**config.mk**
```make
export PLATFORM = sky130hd
export DESIGN_NAME = smartcard_app_directory_core
export DESIGN_NICKNAME = d
export VERILOG_FILES = /design/src/hw/rtl/scad_pkg.sv /design/src/hw/rtl/scad_front.sv /design/src/hw/rtl/scad_fifo.sv /design/src/hw/rtl/scad_back.sv /design/src/hw/rtl/smartcard_app_directory_core.sv
export VERILOG_INCLUDE_DIRS = /design/src /design/src/hw/rtl
export SDC_FILE = /design/constraint.sdc
export NUM_CORES = 1
export LEC_CHECK = 0
export CAP_MARGIN = 30
export CELL_PAD_IN_SITES_DETAIL_PLACEMENT = 0
export CELL_PAD_IN_SITES_GLOBAL_PLACEMENT = 2
export CORE_ASPECT_RATIO = 0.8
export CORE_MARGIN = 1.5
export CORE_UTILIZATION = 53
export DETAILED_ROUTE_END_ITERATION = 10
export DONT_BUFFER_PORTS = 1
export PLACE_DENSITY = 0.95
export SLEW_MARGIN = 20
export SYNTH_ARGS = -nofsm -noshare
export SYNTH_HDL_FRONTEND = slang
export SYNTH_SLANG_ARGS = --single-unit
```
**constraint.sdc**
```tcl
create_clock -name i_clk -period 13.2 [get_ports i_clk]
set_clock_uncertainty 0.2 [all_clocks]
set_input_delay 0.66 -clock i_clk [delete_from_list [all_inputs] [get_ports i_clk]]
set_output_delay 0.66 -clock i_clk [all_outputs]
set_load 0.005 [all_outputs]
```
**src/hw/rtl/smartcard_app_directory_core_assert.svh**
```systemverilog
// Assertion macros for the application directory core.
// Used by modules that include this header; expects i_clk and i_rst_n in scope.
`ifndef SMARTCARD_APP_DIRECTORY_CORE_ASSERT_SVH
`define SMARTCARD_APP_DIRECTORY_CORE_ASSERT_SVH

// condition holds at every edge outside reset
`define SCAD_ASSERT_NOW(lbl, cond, msg) \
    lbl: assert property (@(posedge i_clk) disable iff (!i_rst_n) (cond)) \
        else $error(msg);

// same-cycle implication
`define SCAD_ASSERT_IMP(lbl, ante, cons, msg) \
    lbl: assert property (@(posedge i_clk) disable iff (!i_rst_n) (ante) |-> (cons)) \
        else $error(msg);

// next-cycle implication
`define SCAD_ASSERT_NXT(lbl, ante, cons, msg) \
    lbl: assert property (@(posedge i_clk) disable iff (!i_rst_n) (ante) |=> (cons)) \
        else $error(msg);

`endif

```
**src/hw/rtl/scad_pkg.sv**
```systemverilog
// Shared types and constants of the application directory core.
// No dependencies.
package scad_pkg;

    localparam int SLOTS      = 28;
    localparam int MAX_KEYS   = 14;
    localparam int FRAME_AIDS = 19;
    localparam int FRAME_CAP  = (FRAME_AIDS > 20) ? 20 : FRAME_AIDS;
    localparam int QDEPTH     = 2;

    localparam int AID_W  = 24;
    localparam int SLOT_W = 5;
    localparam int IDX_W  = $clog2(SLOTS + 1);
    localparam int ADR_W  = $clog2(SLOTS);
    localparam int CNT_W  = $clog2(FRAME_CAP + 1);

    localparam logic [2:0] KIND_SELECT     = 3'd0;
    localparam logic [2:0] KIND_CREATE     = 3'd1;
    localparam logic [2:0] KIND_DELETE     = 3'd2;
    localparam logic [2:0] KIND_LIST_FIRST = 3'd3;
    localparam logic [2:0] KIND_LIST_NEXT  = 3'd4;

    localparam logic [2:0] ST_OK         = 3'd0;
    localparam logic [2:0] ST_NOT_FOUND  = 3'd1;
    localparam logic [2:0] ST_DUPLICATE  = 3'd2;
    localparam logic [2:0] ST_FULL       = 3'd3;
    localparam logic [2:0] ST_KEYS       = 3'd4;
    localparam logic [2:0] ST_NO_STORAGE = 3'd5;
    localparam logic [2:0] ST_MORE       = 3'd6;

    typedef enum logic [2:0] {
        OP_SELECT,
        OP_CREATE,
        OP_DELETE,
        OP_LIST_FIRST,
        OP_LIST_NEXT,
        OP_BAD
    } t_op;

    typedef enum logic [2:0] {
        B_IDLE,
        B_LOOK,
        B_FREE,
        B_CNT,
        B_EMIT
    } t_bstate;

    typedef struct packed {
        logic [2:0]       kind;
        logic [AID_W-1:0] aid;
        logic [7:0]       key_count;
        logic [7:0]       key_settings;
        logic [7:0]       storage_block;
    } t_item;

    typedef struct packed {
        logic [2:0]        status;
        logic [SLOT_W-1:0] slot;
        logic [AID_W-1:0]  listed_aid;
        logic              aid_valid;
        logic [SLOT_W-1:0] selected_slot;
        logic              last;
    } t_result;

    typedef struct packed {
        t_op              op;
        logic [AID_W-1:0] aid;
        logic [7:0]       settings;
        logic [7:0]       block;
        logic             keys_over;
        logic             no_block;
    } t_cmd;

    typedef struct packed {
        logic [AID_W-1:0] aid;
        logic [7:0]       storage;
        logic [7:0]       settings;
    } t_entry;

endpackage

```
**src/hw/rtl/scad_front.sv**
```systemverilog
// Front end: takes command transfers and classifies them for the back end.
// Depends on scad_pkg.
module scad_front (
    input  logic          i_start,
    input  scad_pkg::t_item i_item,
    input  logic          i_full,
    output logic          o_busy,
    output logic          o_push,
    output scad_pkg::t_cmd  o_cmd
);
    import scad_pkg::*;

    assign o_busy = i_full;
    assign o_push = i_start && !i_full;

    always_comb begin
        o_cmd.aid       = i_item.aid;
        o_cmd.settings  = i_item.key_settings;
        o_cmd.block     = i_item.storage_block;
        o_cmd.keys_over = (i_item.key_count > 8'(MAX_KEYS));
        o_cmd.no_block  = (i_item.storage_block == 8'd0);
        case (i_item.kind)
            KIND_SELECT:     o_cmd.op = OP_SELECT;
            KIND_CREATE:     o_cmd.op = OP_CREATE;
            KIND_DELETE:     o_cmd.op = OP_DELETE;
            KIND_LIST_FIRST: o_cmd.op = OP_LIST_FIRST;
            KIND_LIST_NEXT:  o_cmd.op = OP_LIST_NEXT;
            default:         o_cmd.op = OP_BAD;
        endcase
    end

endmodule

```
**src/hw/rtl/scad_fifo.sv**
```systemverilog
// Short command queue between front and back end.
// Depends on scad_pkg.
module scad_fifo (
    input  logic           i_clk,
    input  logic           i_rst_n,
    input  logic           i_push,
    input  scad_pkg::t_cmd i_cmd,
    input  logic           i_pop,
    output scad_pkg::t_cmd o_cmd,
    output logic           o_vld,
    output logic           o_full
);
    import scad_pkg::*;

    localparam int PTR_W = (QDEPTH > 1) ? $clog2(QDEPTH) : 1;
    localparam int QC_W  = $clog2(QDEPTH + 1);

    t_cmd             r_q [QDEPTH];
    logic [PTR_W-1:0] r_wp, n_wp;
    logic [PTR_W-1:0] r_rp, n_rp;
    logic [QC_W-1:0]  r_cnt, n_cnt;

    assign o_vld  = (r_cnt != '0);
    assign o_full = (r_cnt == QC_W'(QDEPTH));
    assign o_cmd  = r_q[r_rp];

    always_comb begin
        n_wp  = r_wp;
        n_rp  = r_rp;
        n_cnt = r_cnt;
        if (i_push) begin
            n_wp = (r_wp == PTR_W'(QDEPTH - 1)) ? '0 : r_wp + PTR_W'(1);
        end
        if (i_pop) begin
            n_rp = (r_rp == PTR_W'(QDEPTH - 1)) ? '0 : r_rp + PTR_W'(1);
        end
        if (i_push && !i_pop) begin
            n_cnt = r_cnt + QC_W'(1);
        end else if (!i_push && i_pop) begin
            n_cnt = r_cnt - QC_W'(1);
        end
    end

    always_ff @(posedge i_clk) begin
        if (!i_rst_n) begin
            r_wp  <= '0;
            r_rp  <= '0;
            r_cnt <= '0;
        end else begin
            r_wp  <= n_wp;
            r_rp  <= n_rp;
            r_cnt <= n_cnt;
        end
    end

    always_ff @(posedge i_clk) begin
        if (i_push) begin
            r_q[r_wp] <= i_cmd;
        end
    end

endmodule

```
**src/hw/rtl/scad_back.sv**
```systemverilog
// Back end: directory table, slot scanner and result register.
// Depends on scad_pkg and smartcard_app_directory_core_assert.svh.
module scad_back (
    input  logic              i_clk,
    input  logic              i_rst_n,
    input  scad_pkg::t_cmd    i_cmd,
    input  logic              i_cmd_vld,
    output logic              o_pop,
    output scad_pkg::t_result o_result,
    output logic              o_strobe
);
    import scad_pkg::*;
    `include "smartcard_app_directory_core_assert.svh"

    t_entry           r_mem [SLOTS];
    logic             r_vld [SLOTS];

    t_bstate          r_state, n_state;
    t_cmd             r_cmd, n_cmd;
    logic [IDX_W-1:0] r_idx, n_idx;
    logic [IDX_W-1:0] r_start, n_start;
    logic [IDX_W-1:0] r_first_free, n_first_free;
    logic [ADR_W-1:0] r_cur, n_cur;
    logic [IDX_W-1:0] r_resume, n_resume;
    logic [CNT_W-1:0] r_cnt, n_cnt;
    logic [CNT_W-1:0] r_emit, n_emit;
    logic             r_more, n_more;
    logic             r_rd_vld, n_rd_vld;
    logic [IDX_W-1:0] r_rd_idx;
    t_entry           r_rd_ent;
    logic             r_rd_ok;
    t_result          r_out, n_out;
    logic             r_strobe, n_strobe;

    logic             wr_en, clr_en;
    logic [ADR_W-1:0] wr_adr, clr_adr;
    logic [ADR_W-1:0] rd_adr;
    logic [AID_W-1:0] rd_aid, key;
    logic             inv, scanning, rd_hit, scan_end, look_done;
    logic             cnt_stop, cnt_done, emit_last, stop, issue, cre_go;
    logic [CNT_W-1:0] emit_inc;

    function automatic t_result mk_res(input logic [2:0] st, input logic [IDX_W-1:0] sl,
                                       input logic [AID_W-1:0] a, input logic v,
                                       input logic [ADR_W-1:0] sel, input logic lst);
        t_result r;
        r.status        = st;
        r.slot          = SLOT_W'(sl);
        r.listed_aid    = a;
        r.aid_valid     = v;
        r.selected_slot = SLOT_W'(sel);
        r.last          = lst;
        return r;
    endfunction

    assign o_result = r_out;
    assign o_strobe = r_strobe;

    assign rd_adr   = r_idx[ADR_W-1:0];
    assign rd_aid   = r_rd_ok ? r_rd_ent.aid : '0;
    assign key      = (r_state == B_LOOK) ? r_cmd.aid : '0;
    assign inv      = (r_state == B_CNT) || (r_state == B_EMIT);
    assign scanning = (r_state != B_IDLE);
    assign rd_hit   = r_rd_vld && (inv ? (rd_aid != '0) : (rd_aid == key));
    assign scan_end = (r_idx == IDX_W'(SLOTS)) && !r_rd_vld;
    assign look_done = rd_hit || scan_end;
    assign cnt_stop = rd_hit && (r_cnt == CNT_W'(FRAME_CAP));
    assign cnt_done = cnt_stop || scan_end;
    assign emit_inc = r_emit + CNT_W'(1);
    assign emit_last = rd_hit && (emit_inc == r_cnt);
    assign cre_go   = (r_cmd.op == OP_CREATE) && !rd_hit
                      && (r_first_free < IDX_W'(SLOTS))
                      && !r_cmd.keys_over && !r_cmd.no_block;

    always_comb begin
        case (r_state)
            B_LOOK:  stop = look_done;
            B_FREE:  stop = look_done;
            B_CNT:   stop = cnt_done;
            B_EMIT:  stop = emit_last || scan_end;
            default: stop = 1'b0;
        endcase
    end

    assign issue = scanning && !stop && (r_idx < IDX_W'(SLOTS));

    // next state
    always_comb begin
        n_state = r_state;
        case (r_state)
            B_IDLE: begin
                if (i_cmd_vld) begin
                    case (i_cmd.op)
                        OP_SELECT, OP_CREATE, OP_DELETE: n_state = B_LOOK;
                        OP_LIST_FIRST, OP_LIST_NEXT:     n_state = B_CNT;
                        default:                         n_state = B_IDLE;
                    endcase
                end
            end
            B_LOOK: begin
                if (look_done) begin
                    n_state = cre_go ? B_FREE : B_IDLE;
                end
            end
            B_FREE: begin
                if (look_done) begin
                    n_state = B_IDLE;
                end
            end
            B_CNT: begin
                if (cnt_done) begin
                    n_state = (r_cnt == '0) ? B_IDLE : B_EMIT;
                end
            end
            B_EMIT: begin
                if (emit_last || scan_end) begin
                    n_state = B_IDLE;
                end
            end
            default: n_state = B_IDLE;
        endcase
    end

    // datapath and outputs
    always_comb begin
        o_pop        = 1'b0;
        n_cmd        = r_cmd;
        n_idx        = issue ? r_idx + IDX_W'(1) : r_idx;
        n_start      = r_start;
        n_first_free = r_first_free;
        n_cur        = r_cur;
        n_resume     = r_resume;
        n_cnt        = r_cnt;
        n_emit       = r_emit;
        n_more       = r_more;
        n_rd_vld     = issue;
        n_out        = r_out;
        n_strobe     = 1'b0;
        wr_en        = 1'b0;
        wr_adr       = r_first_free[ADR_W-1:0];
        clr_en       = 1'b0;
        clr_adr      = r_rd_idx[ADR_W-1:0];
        case (r_state)
            B_IDLE: begin
                if (i_cmd_vld) begin
                    o_pop  = 1'b1;
                    n_cmd  = i_cmd;
                    n_cnt  = '0;
                    n_more = 1'b0;
                    case (i_cmd.op)
                        OP_SELECT, OP_CREATE, OP_DELETE: n_idx = '0;
                        OP_LIST_FIRST: begin
                            n_resume = IDX_W'(1);
                            n_start  = IDX_W'(1);
                            n_idx    = IDX_W'(1);
                        end
                        OP_LIST_NEXT: begin
                            n_start = r_resume;
                            n_idx   = r_resume;
                        end
                        default: begin
                            n_strobe = 1'b1;
                            n_out = mk_res(ST_NOT_FOUND, IDX_W'(SLOTS), '0, 1'b0, r_cur, 1'b1);
                        end
                    endcase
                end
            end
            B_LOOK: begin
                if (look_done) begin
                    n_strobe = 1'b1;
                    case (r_cmd.op)
                        OP_SELECT: begin
                            if (rd_hit) begin
                                n_cur = r_rd_idx[ADR_W-1:0];
                                n_out = mk_res(ST_OK, r_rd_idx, '0, 1'b0, n_cur, 1'b1);
                            end else begin
                                n_out = mk_res(ST_NOT_FOUND, IDX_W'(SLOTS), '0, 1'b0,
                                               r_cur, 1'b1);
                            end
                        end
                        OP_DELETE: begin
                            if (rd_hit && r_rd_idx != '0) begin
                                clr_en = 1'b1;
                                if (r_rd_idx < r_first_free) begin
                                    n_first_free = r_rd_idx;
                                end
                                if (r_cur == r_rd_idx[ADR_W-1:0]) begin
                                    n_cur = '0;
                                end
                                n_out = mk_res(ST_OK, r_rd_idx, '0, 1'b0, n_cur, 1'b1);
                            end else begin
                                n_out = mk_res(ST_NOT_FOUND, IDX_W'(SLOTS), '0, 1'b0,
                                               r_cur, 1'b1);
                            end
                        end
                        OP_CREATE: begin
                            if (rd_hit) begin
                                n_out = mk_res(ST_DUPLICATE, r_rd_idx, '0, 1'b0, r_cur, 1'b1);
                            end else if (r_first_free >= IDX_W'(SLOTS)) begin
                                n_out = mk_res(ST_FULL, IDX_W'(SLOTS), '0, 1'b0, r_cur, 1'b1);
                            end else if (r_cmd.keys_over) begin
                                n_out = mk_res(ST_KEYS, IDX_W'(SLOTS), '0, 1'b0, r_cur, 1'b1);
                            end else if (r_cmd.no_block) begin
                                n_out = mk_res(ST_NO_STORAGE, IDX_W'(SLOTS), '0, 1'b0,
                                               r_cur, 1'b1);
                            end else begin
                                wr_en = 1'b1;
                                n_idx = r_first_free + IDX_W'(1);
                                n_out = mk_res(ST_OK, r_first_free, '0, 1'b0, r_cur, 1'b1);
                            end
                        end
                        default: begin
                            n_out = mk_res(ST_NOT_FOUND, IDX_W'(SLOTS), '0, 1'b0, r_cur, 1'b1);
                        end
                    endcase
                end
            end
            B_FREE: begin
                if (rd_hit) begin
                    n_first_free = r_rd_idx;
                end else if (scan_end) begin
                    n_first_free = IDX_W'(SLOTS);
                end
            end
            B_CNT: begin
                if (cnt_stop) begin
                    n_more   = 1'b1;
                    n_resume = r_rd_idx;
                end else if (rd_hit) begin
                    n_cnt = r_cnt + CNT_W'(1);
                end else if (scan_end) begin
                    n_resume = IDX_W'(SLOTS);
                end
                if (cnt_done) begin
                    if (r_cnt == '0) begin
                        n_strobe = 1'b1;
                        n_out = mk_res(ST_OK, IDX_W'(SLOTS), '0, 1'b0, r_cur, 1'b1);
                    end else begin
                        n_idx  = r_start;
                        n_emit = '0;
                    end
                end
            end
            B_EMIT: begin
                if (rd_hit) begin
                    n_strobe = 1'b1;
                    n_emit   = emit_inc;
                    n_out = mk_res(r_more ? ST_MORE : ST_OK, r_rd_idx, rd_aid, 1'b1,
                                   r_cur, emit_last);
                end
            end
            default: begin
                n_rd_vld = 1'b0;
            end
        endcase
    end

    always_ff @(posedge i_clk) begin
        if (!i_rst_n) begin
            r_state      <= B_IDLE;
            r_first_free <= IDX_W'(1);
            r_cur        <= '0;
            r_resume     <= IDX_W'(1);
            r_rd_vld     <= 1'b0;
            r_strobe     <= 1'b0;
            r_idx        <= '0;
            r_start      <= '0;
            r_cnt        <= '0;
            r_emit       <= '0;
            r_more       <= 1'b0;
        end else begin
            r_state      <= n_state;
            r_first_free <= n_first_free;
            r_cur        <= n_cur;
            r_resume     <= n_resume;
            r_rd_vld     <= n_rd_vld;
            r_strobe     <= n_strobe;
            r_idx        <= n_idx;
            r_start      <= n_start;
            r_cnt        <= n_cnt;
            r_emit       <= n_emit;
            r_more       <= n_more;
        end
    end

    always_ff @(posedge i_clk) begin
        r_cmd    <= n_cmd;
        r_out    <= n_out;
        r_rd_idx <= r_idx;
    end

    // slot valid bits: a slot that is not valid reads as a free slot
    always_ff @(posedge i_clk) begin
        if (!i_rst_n) begin
            for (int i = 0; i < SLOTS; i++) begin
                r_vld[i] <= 1'b0;
            end
        end else begin
            if (wr_en) begin
                r_vld[wr_adr] <= 1'b1;
            end
            if (clr_en) begin
                r_vld[clr_adr] <= 1'b0;
            end
        end
    end

    always_ff @(posedge i_clk) begin
        if (wr_en) begin
            r_mem[wr_adr] <= '{aid: r_cmd.aid, storage: r_cmd.block, settings: r_cmd.settings};
        end
        r_rd_ent <= r_mem[rd_adr];
        r_rd_ok  <= r_vld[rd_adr];
    end

    `SCAD_ASSERT_NOW(a_first_free_nz, r_first_free != '0, "first free slot points at slot 0")
    `SCAD_ASSERT_IMP(a_list_slot, r_strobe && r_out.aid_valid,
                     (r_out.slot < SLOT_W'(SLOTS)) && (r_out.listed_aid != '0),
                     "listed result without a used slot")
    `SCAD_ASSERT_IMP(a_rd_in_scan, r_rd_vld,
                     (r_state == B_LOOK) || (r_state == B_FREE) || (r_state == B_CNT)
                     || (r_state == B_EMIT), "table read in flight outside a scan")
    `SCAD_ASSERT_NXT(a_pop_acts, o_pop, (r_state != B_IDLE) || r_strobe,
                     "command taken from queue without effect")

endmodule

```
**src/hw/rtl/smartcard_app_directory_core.sv**
```systemverilog
// Top level of the application directory core: front end, queue, back end.
// Depends on scad_pkg, scad_front, scad_fifo and scad_back.
//
//  channel   ports                      transfer when
//  command   start, i_item, busy        start high and busy low at a clock edge
//  result    o_strobe, o_result         o_strobe high (one cycle, always taken)
//
// Select and delete answer when the lookup scan finds the slot or reaches the table end.
// Create answers after the lookup scan; when it wrote a slot, it then holds the back
// end for the next-free scan.
// A list frame runs a count scan, then an emit scan when the count is not zero.
// The pace is one directory table read per cycle on its single read port.
// Reset clears the slot valid bits at once; no clearing pass is needed.
// busy is high while the two-entry command queue is full; results cannot stall.
module smartcard_app_directory_core (
    input  logic              i_clk,
    input  logic              i_rst_n,
    input  logic              start,
    input  scad_pkg::t_item   i_item,
    output logic              busy,
    output logic              o_strobe,
    output scad_pkg::t_result o_result
);
    import scad_pkg::*;

    t_cmd front_cmd;
    t_cmd queue_cmd;
    logic push, pop, queue_vld, queue_full;

    scad_front u_front (
        .i_start (start),
        .i_item  (i_item),
        .i_full  (queue_full),
        .o_busy  (busy),
        .o_push  (push),
        .o_cmd   (front_cmd)
    );

    scad_fifo u_fifo (
        .i_clk   (i_clk),
        .i_rst_n (i_rst_n),
        .i_push  (push),
        .i_cmd   (front_cmd),
        .i_pop   (pop),
        .o_cmd   (queue_cmd),
        .o_vld   (queue_vld),
        .o_full  (queue_full)
    );

    scad_back u_back (
        .i_clk     (i_clk),
        .i_rst_n   (i_rst_n),
        .i_cmd     (queue_cmd),
        .i_cmd_vld (queue_vld),
        .o_pop     (pop),
        .o_result  (o_result),
        .o_strobe  (o_strobe)
    );

endmodule
```
# Word level (Yosys, flattened, before mapping)
# Memories as Yosys holds them, arrays and structs flattened. A register that Yosys moved wholly into a read port is not among the register bits.
# Index checks and enable logic that the tools add are counted.
[totals]
wordCells = 256
out_inout_bits = 41
reg_bits = 134
n_memories = 3
mem_bits_rw = 1238
[classes]
n_eq_ne = 41
n_reduce_logical = 61
add_sub_neg = 8
muxes = 111
magnitude_cmp = 5
[memory_table]
columns = ["name", "depth", "word_bits", "rd", "rd_clocked_by_memory_dff", "write_ports", "line", "rtl"]
rows = [
  ["u_back.r_mem", 28, 40, 1, 1, 1, "scad_back.sv:15", "t_entry r_mem [SLOTS];"],
  ["u_fifo.r_q", 2, 45, 1, 1, 1, "scad_fifo.sv:18", "t_cmd r_q [QDEPTH];"],
  ["u_back.r_vld", 28, 1, 1, 1, 28, "scad_back.sv:16", "logic r_vld [SLOTS];"],
]
[ops]
columns = ["cell", "n"]
rows = [
  ["$mux W39", 10],
  ["$pmux W39 S4", 1],
  ["$mux W5", 31],
  ["$pmux W39 S3", 1],
  ["$mux W37", 2],
  ["$pmux W5 S2", 6],
  ["$mux W24", 2],
  ["$mux W1", 40],
  ["$pmux W3 S5", 2],
  ["$pmux W5 S3", 2],
  ["$eq A24 B24 Y1", 1],
  ["$reduce_bool A24 Y1", 1],
  ["$eq A3 B2 Y1 const B", 7],
  ["$mux W3", 7],
  ["$add A5 B1 Y5 const B", 4],
  ["$ne A2 B1 Y1 const B", 9],
  ["$ne A2 B2 Y1 const B", 9],
  ["$reduce_and A5 Y1", 3],
  ["$logic_and A1 B1 Y1", 14],
  ["$reduce_bool A2 Y1", 7],
  ["$eq A3 B1 Y1 const B", 4],
  ["$logic_not A3 Y1", 4],
  ["$eq A5 B5 Y1", 2],
  ["$eq A5 B5 Y1 const B", 2],
  ["32 further kinds", 55],
]

# Longest topological paths before layout
[depth]
depth_word = 19
depth_mapped = 15

# By module
# Synthesis repeated with hierarchy kept, for this count alone.
[unflattened]
hier_cells = 2038
area_unflattened_um2 = 37563.5
[by_module_without_submodules]
columns = ["mod", "cells_per_inst", "n_inst", "seq_area_each_um2", "area_per_inst_um2"]
rows = [
  ["scad_back", 1825, 1, 24323.3, 33716.1],
  ["scad_fifo", 162, 1, 2802.7, 3480.8],
  ["scad_front", 51, 1, 0.0, 366.6],
]

# Worst setup path before layout
# OpenSTA, ideal clock, no wires.
[synth_path]
path_type = "reg-to-reg"
from = "register u_back.r_idx[0]"
to = "register u_back.r_strobe (netlist: u_back.o_strobe)"
period_less_slack_ns = 5.698
arrival_ns = 5.422
n_path_buf = 5
setup_time_ns = 0.076
setup_slack_ns = 7.502
path_stages_with_launch = 14
cell_sequence = "dfxtp_1 > clkbuf_1 > buf_2 > buf_1 > buf_1 > inv_1 > ha_1 > nor2b_1 > and2_1 > clkbuf_1 > a311o_1 > a31oi_1 > nor3_1 > and4_1"
[synth_between]
elab_chain_cells = 5
elab_cells_between_ends = 7
classes_between = "eq/ne (1); mux (3); reduce/logical (3)"
[synth_lines]
columns = ["item", "line", "rtl"]
rows = [
  ["start, declared", "scad_back.sv:20", "logic [IDX_W-1:0] r_idx, n_idx;"],
  ["start signal, assigned", "scad_back.sv:278", "r_idx <= n_idx;"],
  ["$eq A5 B5 Y1 (*)", "scad_back.sv:65", "assign scan_end = (r_idx == IDX_W'(SLOTS)) && !r_rd_vld;"],
  ["$logic_and A1 B1 Y1 (*)", "scad_back.sv:65", ""],
  ["$logic_or A1 B1 Y1 (on tied branches)", "scad_back.sv:68, scad_back.sv:66", ""],
  ["$mux W1 (on tied branches)", "scad_back.sv:234, scad_back.sv:169", ""],
  ["$pmux W1 S4 (*)", "scad_back.sv:143", "case (r_state)"],
  ["end signal, assigned", "scad_back.sv:277", "r_strobe <= n_strobe;"],
  ["end, declared", "scad_back.sv:33", "logic r_strobe, n_strobe;"],
]
# Mark *: on every way between the ends. The rest lies on a longest branch, timed or not.
# A chain may end at the register's enable or synchronous reset.

==> impl_metrics.ini <==
[die]
die-area_um2 = 69400
initial_core_util_pct = 53.5
core_um2 = 67200
die_x_um = 294
num_rows = 85
ios = 95
die_h_um = 236

[final_layout]
fin_area_um2 = 40300
final_cells = 3042
n_antenna_cell = 0
fillers = 4768
multiInputGateArea_um2 = 9380
area_growth_pct = 12.2
final_util_pct = 60.0
final_nets = 2129
final-seq-area_um2 = 26200
layout-drive-gt1-share_pct = 24.6

[global_route]
antenna_found_initial = 2
grt-ovfl-total = 0
grt_pass1_vias = 19100
grt_use_total_pct = 25.1
grt_pass1_wl_um = 126000
grt_max_degree = 142

[clock_network]
cts_resized = 0
clock-sinks = 906
cts_max_level = 3
clk_latency_ns = 0.64
cts_buffers = 83
clockBufferDepth = 3
clk_pin_slew_ns = 0.07
cts_tree = built
clockRootBuffer = clkbuf_16

[worst_setup_path]
cp.required_ns = 13.53
timing.rr.end = u_back.r_vld[2]
cp_max_fo = 35
end_kind = flip-flop
worstPathArrival_ns = 5.02
crit_type = reg -> reg
worstReg2RegStart = u_back.r_state[0]
startpoint_type = flip-flop
r2r_cells = 13
crit_start = u_back.r_state[0]
r2r_setup_slack_ns = 8.51

[timing]
maxSlewViolCount = 0
finalCritPeriodShare_pct = 35.5
period_needed_ns = 4.69
finalSetupViolCount = 0
slew_headroom_pct = 31.8
final-hold-violation-count = 0
tightest_slew_ns = 1.02
grt_setup_unrepaired = false
finalWorstSetupSlack_ns = 8.51
setup-tns-final_ns = 0
whs_ns = 0.0242
fmax_mhz = 213

[place]
dpl_worst_slack_ns = 8.82
placed_area_um2 = 37400
finalWeightedCongestion = 0.867
dp.cells = 2855
io_buffers = 0
hpwl_um = 47600

[hold_path]
hold_path.class = in -> reg
hold_depth = 2
min_to = u_fifo.r_q[0][1]
min-delay-start = i_item[21]

[route]
drt_iter0_markers = 2507
drc_errors = 0
routed.top_layer = met5
ant_nets = 0
met2_length_um = 39900
routed_via_density = 6.38
dr.pass1.iters = 5
dr_wl_met3_um = 9870
wirelength_um = 86400
vias = 19400
routedWlPerCell_um = 28.4
m1WireLength_um = 35200

[logic_synthesis]
seq_area_frac_synth_pct = 72.8
yosysWarnings = 0
postSynthAreaPerCell_um2 = 18.3
synth_edf_count = 802
synth_top_area_share_pct = 67.0
synthTopCellsByArea = edfxtp_1 (67%), mux4_2 (13%), dfxtp_1 (5.8%)
yosys_register_bits = 906
synth-async-reset-ratio_pct = 0
syn_nets = 2032
ys.flop_type = edfxtp_1
syn_area_um2 = 36000
ys_types = 73
syn_inst = 1964
synth_top_cell_by_area = edfxtp_1

[power_and_ir_drop]
total_leakage_power_nw = 12.6
power_density_nw_per_um2 = 183
ir_drop_uv = 143
power_mw = 7.40

[outcome]
status = finished, final reports clean

[job]
drv_cap = 0
==> flip-flops by register name, summed over array words and instances (netlist names), named ones only <==
name / count
u_fifo.r_wp: 1
u_back.r_rd_ok: 1
u_back.clr_adr: 5
u_back.r_state: 3
u_back.r_vld: 32
u_back.r_cmd: 29
u_back.r_resume: 5
u_back.r_mem: 672
u_back.o_result: 39
u_back.r_cur: 5
u_back.r_first_free: 5
u_back.r_emit: 5
u_back.r_cnt: 5
u_back.o_strobe: 1
u_back.r_start: 5
u_back.r_rd_vld: 1
u_back.r_rd_ent: 24
u_fifo.r_cnt: 2
u_back.r_idx: 5
u_fifo.r_q: 58
u_back.r_more: 1
u_fifo.r_rp: 1
==> critical path, cell delays in order (launching register included) <==
cell and delay (ns):
dfxtp_1 0.76, nor2_1 0.13, nand2_1 0.37, inv_1 0.07, buf_4 0.27, o211ai_1 0.31, o221a_2 0.49, nand2_1 0.18
nor4_4 0.18, buf_4 0.30, mux2i_1 0.66, nor2b_1 0.36, nor2b_1 0.19, o21ai_1 0.07
==> synthesized netlist by cell type, drive strengths merged (6+ instances only) <==
master / count
a21o: 6
a21oi: 26
a22o: 8
a22oi: 6
a31oi: 13
and2: 12
and3: 32
buf: 31
clkbuf: 66
dfxtp: 104
edfxtp: 802
ha: 14
inv: 24
mux2: 58
mux2i: 31
mux4: 202
nand2: 98
nand2b: 14
nand3: 25
nand4: 8
nor2: 101
nor2b: 8
nor3: 13
nor4: 19
nor4bb: 8
o21ai: 114
o311a: 6
or2: 10
xnor2: 26
xor2: 12
==> cell usage in the layout, fill, tap and decap left out, drive strengths merged, types with 12 or more instances in the layout <==
master       instances
dlygate4sd3         27
clkbuf             109
inv                 26
mux2i               31
a31oi               13
mux2                58
xnor2               26
dfxtp              104
nor2               101
o21ai              114
nor3                13
nand3               25
a21oi               26
xor2                12
edfxtp             802
clkinv              36
ha                  14
nor4                19
nand2               98
and2                12
buf                 81
mux4               202
nand2b              14
and3                32
==> where the power goes <==
| group | internal [mW] | switching, mW |
|---|---|---|
| Clock | 1.30 | 1.03 |
| Combinational | 0.498 | 0.872 |
| Sequential | 3.57 | 0.126 |
| Total | 5.37 | 2.03 |
==> worst max path at each step <==
stage / slack [ns] / end / cells after the start
6_report: 8.51 / u_back.r_vld[2] / 13
4_1_cts: 8.78 / u_back.r_vld[2] / 13
3_3_place_gp: 8.91 / u_back.r_vld[2] / 13
5_1_grt: 8.34 / u_back.r_vld[1] / 13
2_1_floorplan: 7.50 / u_back.o_strobe / 13
3_5_place_dp: 8.82 / u_back.r_vld[2] / 13
==> area by class of cell <==
| cell class | instances | share of cell area, % |
|---|---|---|
| Multi-Input combinational cell | 935 | 23.3 |
| Clock inverter | 45 | 0.884 |
| Timing Repair Buffer | 109 | 2.29 |
| Clock buffer | 108 | 5.56 |
| Sequential cell | 906 | 64.9 |
| Tap cell | 913 | 2.83 |
| Inverter | 26 | 0.242 |
==> logic make-up (layout without fill, tap and decap cells) <==
group           after synthesis  in the layout  synth area share (%)
simple gates                369            369                  5.26
flops                       906            906                  72.8
fa+ha+maj                    14             14                 0.487
compound gates              223            223                  3.87
buf+inv                     123            288                  1.34
mux                         291            291                  15.3
xor+xnor                     38             38                 0.926
==> repair_timing <==
item	CTS	global route
endpoints found under the hold margin	76	0
hold buffers	27	0
buffers inserted	0	0
==> metal layers <==
| metal | vias to the layer above | track usage, % |
|---|---|---|
| met2 | 1155 | 37.6 |
| met5 | - | 0 |
| met4 | 2 | 5.72 |
| met1 | 10000 | 37.5 |
| li1 | 8097 | - |
| met3 | 123 | 6.47 |
No activity file was read; power rests on OpenSTA's default activity.
